**config.mk**
```make
export PLATFORM = sky130hd
export DESIGN_NAME = automaton_pattern_matcher_core
export DESIGN_NICKNAME = d
export VERILOG_FILES = /design/src/rtl/apm_pkg.sv /design/src/rtl/automaton_pattern_matcher_core.sv /design/src/rtl/apm_cell.sv /design/src/rtl/apm_chain.sv
export SDC_FILE = /design/constraint.sdc
export NUM_CORES = 1
export LEC_CHECK = 0
export ABC_AREA = 1
export BUFFER_PORTS_ARGS = -buffer_cell sky130_fd_sc_hd__buf_2
export CORE_MARGIN = 4
export CORE_UTILIZATION = 60
export CTS_CLUSTER_SIZE = 10
export DETAILED_ROUTE_END_ITERATION = 6
export PLACE_DENSITY_LB_ADDON = 0.05
export SYNTH_ARGS = -nofsm -noshare
export SYNTH_HDL_FRONTEND = slang
export SYNTH_HIERARCHICAL = 1
export SYNTH_SLANG_ARGS = --single-unit
```
**constraint.sdc**
```tcl
create_clock -name clk -period 5.4 [get_ports clk]
set_input_delay 0 -clock clk [delete_from_list [all_inputs] [get_ports clk]]
set_output_delay 0 -clock clk [all_outputs]
set_load 0.005 [all_outputs]
```
**src/rtl/apm_pkg.sv**
```systemverilog
package apm_pkg;

  localparam int SYM_W = 4;
  localparam int LEN_W = 5;
  localparam int STATE_W = 5;
  localparam int PAT_W = 64;
  localparam int PAT_SLOTS = 16;
  localparam int OFFSET_W = 16;
  localparam int CFG_IDX_W = 1;

  localparam logic [CFG_IDX_W-1:0] REG_PATTERN_SYMBOLS = 1'b0;
  localparam logic [CFG_IDX_W-1:0] REG_PATTERN_LENGTH = 1'b1;

  typedef enum logic {
    ST_RUN,
    ST_REPLAY
  } state_t;

  typedef struct packed {
    logic             load;
    logic             step;
    logic             restart;
    logic             sym_ok;
    logic [SYM_W-1:0] sym;
  } chain_ctl_t;

endpackage

```
**src/rtl/automaton_pattern_matcher_core.sv**
```systemverilog
// Finite-automaton string matcher built as a row of MAX_PATTERN cells, one per
// pattern prefix. Each cell holds one bit telling whether its prefix ends at the
// current text symbol and takes its neighbor's bit on each step, so one text
// symbol is accepted per clock outside a rebuild and its result is held in the
// output register; input stalls while a result waits unread and is taken again
// in the cycle that result is read. A write to
// pattern_symbols or pattern_length rebuilds the automaton state for the new
// pattern by replaying the first q pattern symbols through the same row, where
// q is the current state (zero when it exceeds the new length); in_ready is low
// while the replay runs after each write. Matching reports the first completion of
// the pattern in a text with its start offset, and not_found on the last symbol
// when none occurred; first restarts a text at offset zero.
module automaton_pattern_matcher_core #(
  parameter int MAX_PATTERN = 16,
  parameter int ALPHABET = 16,
  parameter int POSITION_BITS = 16
) (
  input  logic                          clk,
  input  logic                          rst,
  input  logic                          cfg_write,
  input  logic [apm_pkg::CFG_IDX_W-1:0] cfg_index,
  input  logic [apm_pkg::PAT_W-1:0]     cfg_data,
  input  logic                          in_valid,
  output logic                          in_ready,
  input  logic [apm_pkg::SYM_W-1:0]     symbol,
  input  logic                          first,
  input  logic                          last,
  output logic                          out_valid,
  input  logic                          out_ready,
  output logic                          match,
  output logic [apm_pkg::OFFSET_W-1:0]  offset,
  output logic                          not_found
);
  import apm_pkg::*;

  localparam int CAP = (MAX_PATTERN < PAT_SLOTS) ? MAX_PATTERN : PAT_SLOTS;
  localparam logic [POSITION_BITS-1:0] POS_MAX = {POSITION_BITS{1'b1}};
  localparam int HIT_IDX_W = (MAX_PATTERN > 1) ? $clog2(MAX_PATTERN) : 1;

  logic [PAT_W-1:0]         pat_syms;
  logic [LEN_W-1:0]         pat_len;
  logic [LEN_W-1:0]         len_eff;
  state_t                   st;
  state_t                   st_next;
  logic [STATE_W-1:0]       q_raw;
  logic [STATE_W-1:0]       target;
  logic [LEN_W-1:0]         idx;
  logic [LEN_W-1:0]         idx_next;
  logic [POSITION_BITS-1:0] pos;
  logic                     found;
  chain_ctl_t               ctl;
  logic [MAX_PATTERN-1:0]   hit_next;
  logic [STATE_W-1:0]       state_next;
  logic                     cfg_hit;
  logic                     accept;
  logic [HIT_IDX_W-1:0]     m_idx;
  logic                     hit_m;
  logic                     found_base;
  logic [POSITION_BITS-1:0] pos_base;
  logic [POSITION_BITS-1:0] pos_next;
  logic [POSITION_BITS-1:0] start;
  logic [32:0]              start_ext;

  assign cfg_hit = cfg_write &&
                   (cfg_index == REG_PATTERN_SYMBOLS || cfg_index == REG_PATTERN_LENGTH);

  always_comb begin
    if (pat_len == '0) begin
      len_eff = LEN_W'(1);
    end else if (int'(pat_len) > CAP) begin
      len_eff = LEN_W'(CAP);
    end else begin
      len_eff = pat_len;
    end
  end

  assign target = (q_raw > STATE_W'(len_eff)) ? '0 : q_raw;
  assign in_ready = (st == ST_RUN) && (!out_valid || out_ready);
  assign accept = in_valid && in_ready;

  always_comb begin
    st_next = st;
    idx_next = idx;
    ctl = '0;
    case (st)
      ST_RUN: begin
        ctl.step = accept;
        ctl.restart = first;
        ctl.sym_ok = (32'(symbol) < ALPHABET);
        ctl.sym = symbol;
      end
      ST_REPLAY: begin
        if (STATE_W'(idx) == target) begin
          st_next = ST_RUN;
        end else begin
          ctl.step = 1'b1;
          ctl.sym_ok = 1'b1;
          ctl.sym = pat_syms[SYM_W*idx[3:0] +: SYM_W];
          idx_next = idx + LEN_W'(1);
        end
      end
      default: begin
        st_next = ST_RUN;
      end
    endcase
    if (cfg_hit) begin
      ctl = '0;
      ctl.load = 1'b1;
      st_next = ST_REPLAY;
      idx_next = '0;
    end
  end

  apm_chain #(
    .MAX_PATTERN (MAX_PATTERN)
  ) u_chain (
    .clk        (clk),
    .rst        (rst),
    .ctl        (ctl),
    .pat_syms   (pat_syms),
    .len_eff    (len_eff),
    .hit_next   (hit_next),
    .state_next (state_next)
  );

  assign m_idx = HIT_IDX_W'(len_eff - LEN_W'(1));
  assign hit_m = hit_next[m_idx];
  assign found_base = first ? 1'b0 : found;
  assign pos_base = first ? '0 : pos;
  assign pos_next = (pos_base == POS_MAX) ? pos_base : pos_base + POSITION_BITS'(1);
  assign start = (pos_next >= POSITION_BITS'(len_eff)) ?
                 pos_next - POSITION_BITS'(len_eff) : '0;
  assign start_ext = 33'(start);

  always_ff @(posedge clk) begin
    if (rst) begin
      st <= ST_RUN;
      idx <= '0;
      pat_syms <= '0;
      pat_len <= LEN_W'(1);
      q_raw <= '0;
      pos <= '0;
      found <= 1'b0;
      out_valid <= 1'b0;
    end else begin
      st <= st_next;
      idx <= idx_next;
      if (cfg_write && cfg_index == REG_PATTERN_SYMBOLS) begin
        pat_syms <= cfg_data;
      end
      if (cfg_write && cfg_index == REG_PATTERN_LENGTH) begin
        pat_len <= cfg_data[LEN_W-1:0];
      end
      if (accept) begin
        q_raw <= state_next;
        pos <= pos_next;
        found <= found_base | hit_m;
        out_valid <= 1'b1;
      end else if (out_ready) begin
        out_valid <= 1'b0;
      end
    end
  end

  always_ff @(posedge clk) begin
    if (accept) begin
      match <= hit_m & ~found_base;
      offset <= (hit_m & ~found_base) ?
                ((start_ext > 33'hFFFF) ? 16'hFFFF : start_ext[15:0]) : '0;
      not_found <= last & ~(found_base | hit_m);
    end
  end

  a_cfg_blocks: assert property (@(posedge clk) disable iff (rst)
    cfg_hit |=> !in_ready)
    else $error("input taken during rebuild");

  a_replay_bound: assert property (@(posedge clk) disable iff (rst)
    (st == ST_REPLAY) |-> (STATE_W'(idx) <= target))
    else $error("replay ran past its target");

  a_excl: assert property (@(posedge clk) disable iff (rst)
    out_valid |-> !(match && not_found))
    else $error("match and not_found together");

  a_offset_zero: assert property (@(posedge clk) disable iff (rst)
    (out_valid && !match) |-> (offset == '0))
    else $error("offset set without match");

  a_state_cap: assert property (@(posedge clk) disable iff (rst)
    (st == ST_RUN && $past(accept)) |-> (q_raw <= STATE_W'(len_eff)))
    else $error("state beyond pattern length");

endmodule

```
**src/rtl/apm_cell.sv**
```systemverilog
module apm_cell (
  input  logic                      clk,
  input  logic                      rst,
  input  apm_pkg::chain_ctl_t       ctl,
  input  logic                      prev,
  input  logic [apm_pkg::SYM_W-1:0] psym,
  input  logic                      en,
  output logic                      hit,
  output logic                      hit_next
);
  import apm_pkg::*;

  always_comb begin
    if (ctl.load) begin
      hit_next = 1'b0;
    end else if (ctl.step) begin
      hit_next = en & prev & ctl.sym_ok & (ctl.sym == psym);
    end else begin
      hit_next = hit;
    end
  end

  always_ff @(posedge clk) begin
    if (rst) begin
      hit <= 1'b0;
    end else begin
      hit <= hit_next;
    end
  end

endmodule

```
**src/rtl/apm_chain.sv**
```systemverilog
module apm_chain #(
  parameter int MAX_PATTERN = 16
) (
  input  logic                        clk,
  input  logic                        rst,
  input  apm_pkg::chain_ctl_t         ctl,
  input  logic [apm_pkg::PAT_W-1:0]   pat_syms,
  input  logic [apm_pkg::LEN_W-1:0]   len_eff,
  output logic [MAX_PATTERN-1:0]      hit_next,
  output logic [apm_pkg::STATE_W-1:0] state_next
);
  import apm_pkg::*;

  logic [MAX_PATTERN-1:0] hit;
  logic [MAX_PATTERN-1:0] prev;

  // cell i tracks whether the prefix of length i+1 ends at the current symbol
  for (genvar i = 0; i < MAX_PATTERN; i++) begin : g_cell
    logic [SYM_W-1:0] psym;
    logic             en;

    if (i == 0) begin : g_head
      assign prev[i] = 1'b1;
    end else begin : g_link
      assign prev[i] = hit[i-1] & ~ctl.restart;
    end

    if (i < PAT_SLOTS) begin : g_sym
      assign psym = pat_syms[SYM_W*i +: SYM_W];
    end else begin : g_nosym
      assign psym = '0;
    end

    assign en = (i < int'(len_eff));

    apm_cell u_cell (
      .clk      (clk),
      .rst      (rst),
      .ctl      (ctl),
      .prev     (prev[i]),
      .psym     (psym),
      .en       (en),
      .hit      (hit[i]),
      .hit_next (hit_next[i])
    );
  end

  // longest live prefix is the automaton state
  always_comb begin
    state_next = '0;
    for (int i = 0; i < MAX_PATTERN; i++) begin
      if (hit_next[i]) begin
        state_next = STATE_W'(i + 1);
      end
    end
  end

endmodule
```
==> results.sh, run 1 <==
export IMPL_cts_root_buffer="clkbuf_16"
export IMPL_htree_levels=4
export IMPL_timing_final_crit_period_ns=4.85
export IMPL_hold_end="pat_len[3]$_SDFFE_PP0P_"
export IMPL_setup_viol=0
export IMPL_crit_top_cell="nand2_1"
export IMPL_syn_avg_cell_area_sq_um=5.97
export IMPL_synth_flop_cell="dfxtp_1"
export IMPL_cp_arrival_ns=5.12
export IMPL_grt_overflow=0
export IMPL_start_kind="register"
export IMPL_rsz0062_at_grt="no"
export IMPL_min_delay_start="cfg_index"
export IMPL_start_util_pct=61.4
export IMPL_rr_endpoint="offset[0]$_SDFFCE_PN0P_"
export IMPL_synthTopCellsByCount="406 x nand2_1, 278 x inv_1, 266 x nor2_1, 114 x dfxtp_1, 102 x o21ai_0"
export IMPL_die_h_microns=133
export IMPL_wire_per_inst_microns=13.9
export IMPL_dr_total_vias=9814
export IMPL_crit_family="simple AND/OR/NAND/NOR gates"
export IMPL_port_buffers=95
export IMPL_post_dp_hpwl_microns=17900
export IMPL_synth_simple_gate_area_share_pct=38.3
export IMPL_synth_distinct_cells=44
export IMPL_drc_errors=0
export IMPL_slew_headroom_pct=27.7
export IMPL_synth_top_family_by_area="simple AND/OR/NAND/NOR gates"
export IMPL_synth_nets=1653
export IMPL_synth_fa_ha_area_share_pct=1.96
export IMPL_clockBufferDepth=2
export IMPL_grt_pass1_vias=9046
export IMPL_synth_most_common_cell="nand2_1"
export IMPL_grt_max_degree=65
export IMPL_synthXorXnorAreaFrac_pct=3.10
export IMPL_cap_violations=0
export IMPL_crit_fanout=18
export IMPL_irDropWorstVdd_v=0.000279
export IMPL_place_area_sq_um=9920
export IMPL_p_leak_nw=5.86
export IMPL_cp_num_buf_inv=6
export IMPL_slew_viol_final=0
export IMPL_final_fill_count=1285
export IMPL_synthTopCellsByArea="dfxtp_1 24%, nand2_1 16%, inv_1 11%"
export IMPL_crit_required_ns=5.67
export IMPL_dieArea_sq_um=17600
export IMPL_critPathMaxStageDelay_ns=0.37
export IMPL_synth_seq_cells=132
export IMPL_fmax_ghz=0.206
export IMPL_drt_iter0_drc=792
export IMPL_gp_congestion=0.956
export IMPL_muxShareOfSynthArea_pct=0
export IMPL_n_antenna_cell=0
export IMPL_async_reset_ff_share_pct=0
export IMPL_period_share_pct=89.9
export IMPL_globalRouteTotalUtil_pct=30.0
export IMPL_multiInputGateArea_sq_um=5210
export IMPL_clock_sinks=132
export IMPL_worstSetupEndpointType="register"
export IMPL_post_synth_top_area_cell="dfxtp_1"
export IMPL_yosys_warnings=6
export IMPL_register_area_sq_um=2820
export IMPL_area_growth_pct=20.2
export IMPL_antenna_found_initial=0
export IMPL_design_area_sq_um=11200
export IMPL_drt_total_wl_microns=26500
export IMPL_post_synth_top_area_fraction_pct=24.5
export IMPL_tns_ns=0
export IMPL_cts_tree="yes"
export IMPL_antenna_left=0
export IMPL_clock_latency_ns=0.42
export IMPL_whs_path_depth=3
export IMPL_core_sq_um=15200
export IMPL_boundaryPins=96
export IMPL_skew_ns=0.00665
export IMPL_numCtsBuffers=17
export IMPL_slowest_stage="dfxtp_1"
export IMPL_drive_gt1_share_pct=13.9
export IMPL_post_route_util_pct=73.8
export IMPL_layout_nets=1799
export IMPL_worst_pin_slew_ns=1.08
export IMPL_drtPass1Iterations=5
export IMPL_r2r_slack_ns=0.55
export IMPL_power_total_mw=2.87
export IMPL_crit_type="register to register"
export IMPL_fp_row_count=45
export IMPL_via_per_inst=5.14
export IMPL_die_w_microns=133
export IMPL_worstSetupStartpoint="pat_len[4]$_SDFFE_PP0P_"
export IMPL_path_clk_slew_ns=0.06
export IMPL_power_density_nw_per_um2=256
export IMPL_outcome="finished clean"
export IMPL_synth_compound_area_share_pct=11.9
export IMPL_reg2regPathDepth=33
export IMPL_synth_edf_count=18
export IMPL_seq_area_frac_synth_pct=30.2
export IMPL_final_hold_violation_count=0
export IMPL_r2r_start="pat_len[4]$_SDFFE_PP0P_"
export IMPL_hold_path_class="input pin to register"
export IMPL_synthCells=1563
export IMPL_syn_cell_area_sq_um=9330
export IMPL_grt_pass1_wl_microns=43400
## flip-flops by register name, indices dropped and copies added, names as in the netlist
name,cells
q_raw,5
found,1
st,1
match,1
pat_syms,64
u_chain/g_cell.u_cell/hit,16
offset,16
out_valid,1
not_found,1
idx,5
pos,16
pat_len,5
## how the worst max path moves through the flow
stage	endpoint	cells after the start
final	offset[0]$_SDFFCE_PN0P_	33
after global routing	offset[0]$_SDFFCE_PN0P_	34
after CTS	offset[0]$_SDFFCE_PN0P_	33
after detailed placement	offset[0]$_SDFFCE_PN0P_	33
after global placement	offset[15]$_SDFFCE_PN0P_	33
after floorplan	offset[6]$_SDFFCE_PN0P_	33
## cell families (layout without fill, tap and decap cells)
family,count (synthesis),count (layout)
AND/OR/NAND/NOR,838,838
AO/OA/AOI/OAI,205,206
buffers and inverters,340,497
adder cells (fa/ha/maj),14,14
other,1,1
XOR/XNOR,33,33
flip-flops,132,132
## stage by stage
| stage | hold slack [ns] | std cells | setup WS, ns |
|---|---|---|---|
| 6_report | 0.0836 | 1909 | 0.546 |
| 5_1_grt | 0.105 | 1909 | 0.0367 |
| 4_1_cts | 0.0743 | 1906 | 0.382 |
| 3_5_place_dp | 0.226 | 1809 | 0.430 |
| 3_3_place_gp | 0.219 | 1809 | 0.596 |
| 2_1_floorplan | 0.0669 | 1563 | 0.562 |
## worst reg2reg max path: cells and delay by family, from the launching register on
family,cells,cell delay (ns)
AND/OR/NAND/NOR,22,2.59
AO/OA/AOI/OAI,4,0.69
adder cells (fa/ha/maj),1,0.29
flip-flops,1,0.37
buffers and inverters,6,0.75
## placed cells by master (no fill, tap or decap), drive strengths merged
cell type	instances
xor2	13
nand3b	2
a211oi	4
buf	110
a21boi	1
xnor2	20
o211ai	6
o31ai	1
ha	13
nand3	73
a31oi	5
a21oi	71
dfxtp	114
nor3	2
nor4	2
clkbuf	18
edfxtp	18
o21ai	107
and2	1
a32o	4
clkinv	7
clkinvlp	2
conb	1
nand4	12
bufinv	4
nand2	434
a22oi	4
fa	1
nor2	312
o21bai	3
dlygate4sd3	66
inv	290
## where the power goes
part | switching (mW) | total, mW | internal [mW] | leakage [nW]
clock | 0.446 | 1.17 | 0.722 | 0.286
sequential | 0.0536 | 1.12 | 1.06 | 1.11
combinational | 0.365 | 0.586 | 0.221 | 4.46
## per-layer routing
layer / vias up / GRT usage, % / share of wire (%)
met3: 38 / 5.51 / 6.4
met4: 0 / 7.10 / 1.9
met2: 332 / 51.4 / 47
met5: - / 0 / 0
li1: 5056 / - / -
met1: 4388 / 39.3 / 45
## cell type report
class | count | share of cell area, %
clock buffer | 18 | 3.83
clock inverter | 13 | 1.42
inverter | 290 | 9.87
multi-input combinational | 1092 | 46.5
sequential | 132 | 25.2
tap | 188 | 2.10
timing repair buffer | 176 | 11.2
## repair_timing
action                                  4_1_cts  5_1_grt
gates resized for setup                       0        5
endpoints found under the hold margin        71        0
setup buffers                                 0        2
endpoints found under the setup margin        0       18
hold buffers                                 66        0
Power figures use the tool's default switching activity.
==> run 2: changes to the inputs <==
--- a/config.mk
+++ b/config.mk
@@ -7,10 +7,13 @@
 export LEC_CHECK = 0
 export ABC_AREA = 1
 export BUFFER_PORTS_ARGS = -buffer_cell sky130_fd_sc_hd__buf_2
+export CELL_PAD_IN_SITES_DETAIL_PLACEMENT = 0
+export CELL_PAD_IN_SITES_GLOBAL_PLACEMENT = 1
 export CORE_MARGIN = 4
-export CORE_UTILIZATION = 60
+export CORE_UTILIZATION = 42
 export CTS_CLUSTER_SIZE = 10
 export DETAILED_ROUTE_END_ITERATION = 6
+export GPL_TIMING_DRIVEN = 0
 export PLACE_DENSITY_LB_ADDON = 0.05
 export SYNTH_ARGS = -nofsm -noshare
 export SYNTH_HDL_FRONTEND = slang
==> results.sh, run 2 (same netlist as run 1, synthesis figures left out) <==
export IMPL_fp_row_count=54
export IMPL_path_clk_slew_ns=0.06
export IMPL_clock_sinks=132
export IMPL_largest_reg_flops=64
export IMPL_power_density_nw_per_um2=244
export IMPL_slowest_stage="a21oi_4"
export IMPL_dieArea_sq_um=24700
export IMPL_timing_final_crit_period_ns=4.77
export IMPL_design_area_sq_um=11600
export IMPL_clock_latency_ns=0.43
export IMPL_irDropWorstVdd_v=0.000166
export IMPL_critPathMaxStageDelay_ns=0.61
export IMPL_die_w_microns=157
export IMPL_clkPwrFrac_pct=38.7
export IMPL_outcome="finished clean"
export IMPL_pre_cts_ws_ns=-0.321
export IMPL_slew_viol_final=0
export IMPL_post_route_worst_setup_slack_ns=0.631
export IMPL_antenna_found_initial=2
export IMPL_fmax_ghz=0.210
export IMPL_p_sw_mw=0.889
export IMPL_drt_total_wl_microns=30200
export IMPL_via_per_inst=4.82
export IMPL_htree_levels=4
export IMPL_wire_per_inst_microns=14.7
export IMPL_p_leak_nw=5.95
export IMPL_start_util_pct=42.8
export IMPL_r2r_start="pat_len[4]$_SDFFE_PP0P_"
export IMPL_n_antenna_cell=0
export IMPL_globalRouteTotalUtil_pct=24.9
export IMPL_cap_violations=0
export IMPL_drive_gt1_share_pct=13.9
export IMPL_core_sq_um=21800
export IMPL_slew_headroom_pct=30.1
export IMPL_start_kind="register"
export IMPL_worst_pin_slew_ns=1.05
export IMPL_power_total_mw=2.83
export IMPL_place_area_sq_um=10200
export IMPL_crit_top_cell="nand2_1"
export IMPL_whs_ns=0.0372
export IMPL_drt_iter0_drc=655
export IMPL_p_comb_share_pct=22.0
export IMPL_boundaryPins=96
export IMPL_drc_errors=0
export IMPL_cp_arrival_ns=4.94
export IMPL_min_delay_start="rst"
export IMPL_setup_viol=0
export IMPL_swShare_pct=31.4
export IMPL_gp_congestion=0.902
export IMPL_numCtsBuffers=17
export IMPL_cts_tree="yes"
export IMPL_hold_path_class="input pin to register"
export IMPL_final_hold_violation_count=0
export IMPL_period_share_pct=88.3
export IMPL_fin_cells=2051
export IMPL_mostFrequentLayoutCells="404 x nand2_1, 277 x inv_1, 265 x nor2_1"
export IMPL_worstSetupStartpoint="pat_len[4]$_SDFFE_PP0P_"
export IMPL_seq_power_share_pct=39.3
export IMPL_grt_overflow=0
export IMPL_register_area_sq_um=2820
export IMPL_crit_type="register to register"
export IMPL_die_h_microns=157
export IMPL_p_int_mw=1.95
export IMPL_crit_required_ns=5.57
export IMPL_final_fill_count=2256
export IMPL_regMostFlops="pat_syms"
export IMPL_cts_root_buffer="clkbuf_16"
export IMPL_multiInputGateArea_sq_um=5270
export IMPL_final_common_cell="nand2_1"
export IMPL_post_dp_hpwl_microns=22000
export IMPL_worstSetupEndpointType="register"
export IMPL_port_buffers=94
export IMPL_grt_pass1_wl_microns=48200
export IMPL_crit_fanout=16
export IMPL_antenna_left=0
export IMPL_skew_ns=0.0149
export IMPL_grt_max_degree=28
export IMPL_clockBufferDepth=2
export IMPL_placed_cells=1940
export IMPL_rsz0062_at_grt="no"
export IMPL_layout_nets=1848
export IMPL_grt_pass1_vias=9231
export IMPL_area_growth_pct=24.6
export IMPL_dr_total_vias=9883
export IMPL_drtPass1Iterations=6
## run 2: changes by cell type in the layout (fill, tap and decap cells not counted), moves of 3 or more
cell      delta
buf_12       +4
clkbuf_1    +42
a21oi_2      -4
buf_4        -4
a21oi_4      +5
buf_1        +3
## run 2: per-layer routing
metal  vias up  share of wire (%)  track usage (%)
met2       272                 46             40.6
met5         -                  0                0
li1       5161                  -                -
met3        28                5.7             3.82
met4         0                1.4             4.83
met1      4422                 47             35.1
## run 2: power groups by stage
stage	registers (mW)	clock network (mW)	logic [mW]
after detailed placement	1.13	0	0.563
after global placement	1.13	0	0.553
after global routing	1.12	1.16	0.706
final	1.11	1.10	0.623
after floorplan	1.12	0	0.395
after CTS	1.11	1.12	0.614
## run 2: final timing paths
| kind | to | slack [ns] | depth (start not counted) |
|---|---|---|---|
| setup / recovery | offset[9]$_SDFFCE_PN0P_ | 0.63 | 32 |
| hold / removal | u_chain/g_cell[5].u_cell/hit$_SDFF_PP0_ | 0.04 | 2 |
| setup reg to reg | offset[9]$_SDFFCE_PN0P_ | 0.63 | 32 |
| hold reg to reg | idx[4]$_SDFFE_PP0P_ | 0.50 | 2 |
## run 2: what timing repair did
item / 4_1_cts / 5_1_grt
pin swaps: 2 / 3
resized for setup: 3 / 8
endpoints found under the setup margin: 17 / 23
endpoints found under the hold margin: 71 / 0
gates cloned: 2 / 0
setup buffers: 6 / 5
hold buffers: 66 / 0
## run 2: area by class of cell
cell class                      count  share of cell area [%]
Timing Repair Buffer              174                    11.1
Buffer                             50                    2.09
Clock buffer                       22                    3.91
Inverter                          290                    9.52
Sequential cell                   132                    24.3
Multi-Input combinational cell   1093                    45.3
Tap cell                          280                    3.01
Clock inverter                     10                   0.743
## run 2: metrics by stage
step | TNS [ns] | utilization, %
floorplan | 0 | -
global placement | -31.69 | 46.5
detailed placement | -3.84 | 46.9
CTS | 0 | 53.0
global route | 0 | 53.3
finish | 0 | 53.3
## run 2: critical path: cells and delay by family, from the launching register on
| family | cells | cell delay, ns |
|---|---|---|
| DFF | 1 | 0.38 |
| AOI/OAI and AO/OA | 4 | 0.86 |
| adders and majority gates | 1 | 0.28 |
| and+or+nand+nor | 22 | 2.43 |
| buffers and inverters | 5 | 0.54 |
==> run 3: changes to the inputs <==
--- a/config.mk
+++ b/config.mk
@@ -6,13 +6,13 @@
 export NUM_CORES = 1
 export LEC_CHECK = 0
 export ABC_AREA = 1
-export BUFFER_PORTS_ARGS = -buffer_cell sky130_fd_sc_hd__buf_2
 export CELL_PAD_IN_SITES_DETAIL_PLACEMENT = 0
 export CELL_PAD_IN_SITES_GLOBAL_PLACEMENT = 1
 export CORE_MARGIN = 4
-export CORE_UTILIZATION = 42
+export CORE_UTILIZATION = 45
 export CTS_CLUSTER_SIZE = 10
 export DETAILED_ROUTE_END_ITERATION = 6
+export DONT_BUFFER_PORTS = 1
 export GPL_TIMING_DRIVEN = 0
 export PLACE_DENSITY_LB_ADDON = 0.05
 export SYNTH_ARGS = -nofsm -noshare
==> results.sh, run 3 (same netlist as run 1, synthesis figures left out) <==
export IMPL_period_share_pct=90.8
export IMPL_post_route_worst_setup_slack_ns=0.497
export IMPL_gp_congestion=0.885
export IMPL_final_fill_count=2101
export IMPL_skew_ns=0.00990
export IMPL_clock_latency_ns=0.43
export IMPL_critPathMaxStageDelay_ns=0.39
export IMPL_start_util_pct=46.0
export IMPL_drtPass1Iterations=5
export IMPL_cts_tree="yes"
export IMPL_boundaryPins=96
export IMPL_p_int_mw=2.04
export IMPL_multiInputGateArea_sq_um=5260
export IMPL_irDropWorstVdd_v=0.000198
export IMPL_slowest_stage="dfxtp_1"
export IMPL_placed_cells=1836
export IMPL_drive_gt1_share_pct=9.12
export IMPL_timing_final_crit_period_ns=4.90
export IMPL_cp_arrival_ns=5.18
export IMPL_use_met3_pct=3.92
export IMPL_core_sq_um=20300
export IMPL_worstSetupEndpointType="register"
export IMPL_numCtsBuffers=17
export IMPL_antenna_found_initial=0
export IMPL_dieArea_sq_um=23100
export IMPL_gr_usage_met1_pct=36.8
export IMPL_mostFrequentLayoutCells="404 x nand2_1, 276 x inv_1, 265 x nor2_1"
export IMPL_fin_cells=1948
export IMPL_busiest_layer="met2"
export IMPL_cts_root_buffer="clkbuf_16"
export IMPL_fp_row_count=52
export IMPL_cap_violations=0
export IMPL_fmax_ghz=0.204
export IMPL_grt_pass1_vias=8870
export IMPL_swShare_pct=30.1
export IMPL_clockBufferDepth=2
export IMPL_die_h_microns=152
export IMPL_post_dp_hpwl_microns=21600
export IMPL_hold_path_class="input pin to register"
export IMPL_grt_pass1_wl_microns=47800
export IMPL_port_buffers=0
export IMPL_power_density_nw_per_um2=259
export IMPL_regMostFlops="pat_syms"
export IMPL_crit_required_ns=5.68
export IMPL_p_comb_share_pct=20.0
export IMPL_crit_fanout=10
export IMPL_start_kind="register"
export IMPL_slew_headroom_pct=32.2
export IMPL_grt_overflow=0
export IMPL_largest_reg_flops=64
export IMPL_path_clk_slew_ns=0.06
export IMPL_seq_power_share_pct=38.5
export IMPL_tns_ns=0
export IMPL_drc_errors=0
export IMPL_pre_cts_ws_ns=-0.342
export IMPL_n_antenna_cell=0
export IMPL_final_hold_violation_count=0
export IMPL_register_area_sq_um=2820
export IMPL_clock_sinks=132
export IMPL_drt_iter0_drc=698
export IMPL_outcome="finished clean"
export IMPL_grt_max_degree=28
export IMPL_p_leak_nw=5.63
export IMPL_area_growth_pct=20.5
export IMPL_antenna_left=0
export IMPL_layout_nets=1757
export IMPL_htree_levels=4
export IMPL_crit_top_cell="nand2_1"
export IMPL_slew_viol_final=0
export IMPL_dr_total_vias=9607
export IMPL_final_common_cell="nand2_1"
export IMPL_clkPwrFrac_pct=41.5
export IMPL_p_sw_mw=0.875
export IMPL_crit_type="register to register"
export IMPL_die_w_microns=152
export IMPL_wire_per_inst_microns=15.1
export IMPL_globalRouteTotalUtil_pct=25.6
export IMPL_use_met2_pct=40.3
export IMPL_setup_viol=0
export IMPL_via_per_inst=4.93
export IMPL_drt_total_wl_microns=29500
export IMPL_worst_pin_slew_ns=1.02
-- run 3: power by group through the flow --
| stage | Combinational [mW] | Sequential, mW | Clock (mW) |
|---|---|---|---|
| final | 0.583 | 1.12 | 1.21 |
| after global routing | 0.661 | 1.13 | 1.28 |
| after detailed placement | 0.512 | 1.14 | 0 |
| after CTS | 0.575 | 1.12 | 1.22 |
| after global placement | 0.504 | 1.14 | 0 |
| after floorplan | 0.395 | 1.12 | 0 |
-- run 3: layer usage --
metal | vias up | share of wire (%)
met1 | 4346 | 48
met5 | - | 0
met3 | 31 | 5.6
met2 | 255 | 45
met4 | 0 | 1.8
li1 | 4975 | -
-- run 3: final timing paths --
kind | from | end | slack (ns) | cells after the start
worst min register to register | idx[4]$_SDFFE_PP0P_ | idx[4]$_SDFFE_PP0P_ | 0.49 | 2
worst max register to register | pat_len[4]$_SDFFE_PP0P_ | offset[6]$_SDFFCE_PN0P_ | 0.50 | 34
worst max-delay path | pat_len[4]$_SDFFE_PP0P_ | offset[6]$_SDFFCE_PN0P_ | 0.50 | 34
worst min-delay path | rst | q_raw[4]$_SDFFE_PP0P_ | 0.05 | 2
-- run 3: critical path, delay by kind of cell, from the launching register on --
family                     cells  cell delay, ns
buffers and inverters          7            0.91
adders and majority gates      1            0.29
AOI/OAI and AO/OA              4            0.71
and+or+nand+nor               22            2.43
DFF                            1            0.39
-- run 3: timing repair --
item,CTS,global route
hold buffers,70,0
pin swaps,3,4
gates resized for setup,6,5
endpoints found under the setup margin,17,23
cloned,2,0
hold endpoints to repair,87,0
setup buffers,8,2
-- run 3: stage by stage --
stage | power [mW] | utilization, % | hold WS, ns | area (sq um)
detailed placement | 1.65 | 48.0 | 0.0714 | 9750
global route | 3.07 | 55.4 | 0.0605 | 11200
floorplan | 1.51 | - | 0.0669 | 9330
global placement | 1.64 | 47.6 | 0.0704 | 9670
CTS | 2.92 | 55.2 | 0.0196 | 11200
finish | 2.91 | 55.4 | 0.0469 | 11200
-- run 3: layout make-up --
type	instances	share of cell area (%)
sequential	132	25.1
clock inverter	9	1.14
clock buffer	21	4.19
inverter	290	9.85
tap	270	3.01
timing repair buffer	83	7.75
buffer	50	2.16
multi-input combinational	1093	46.8
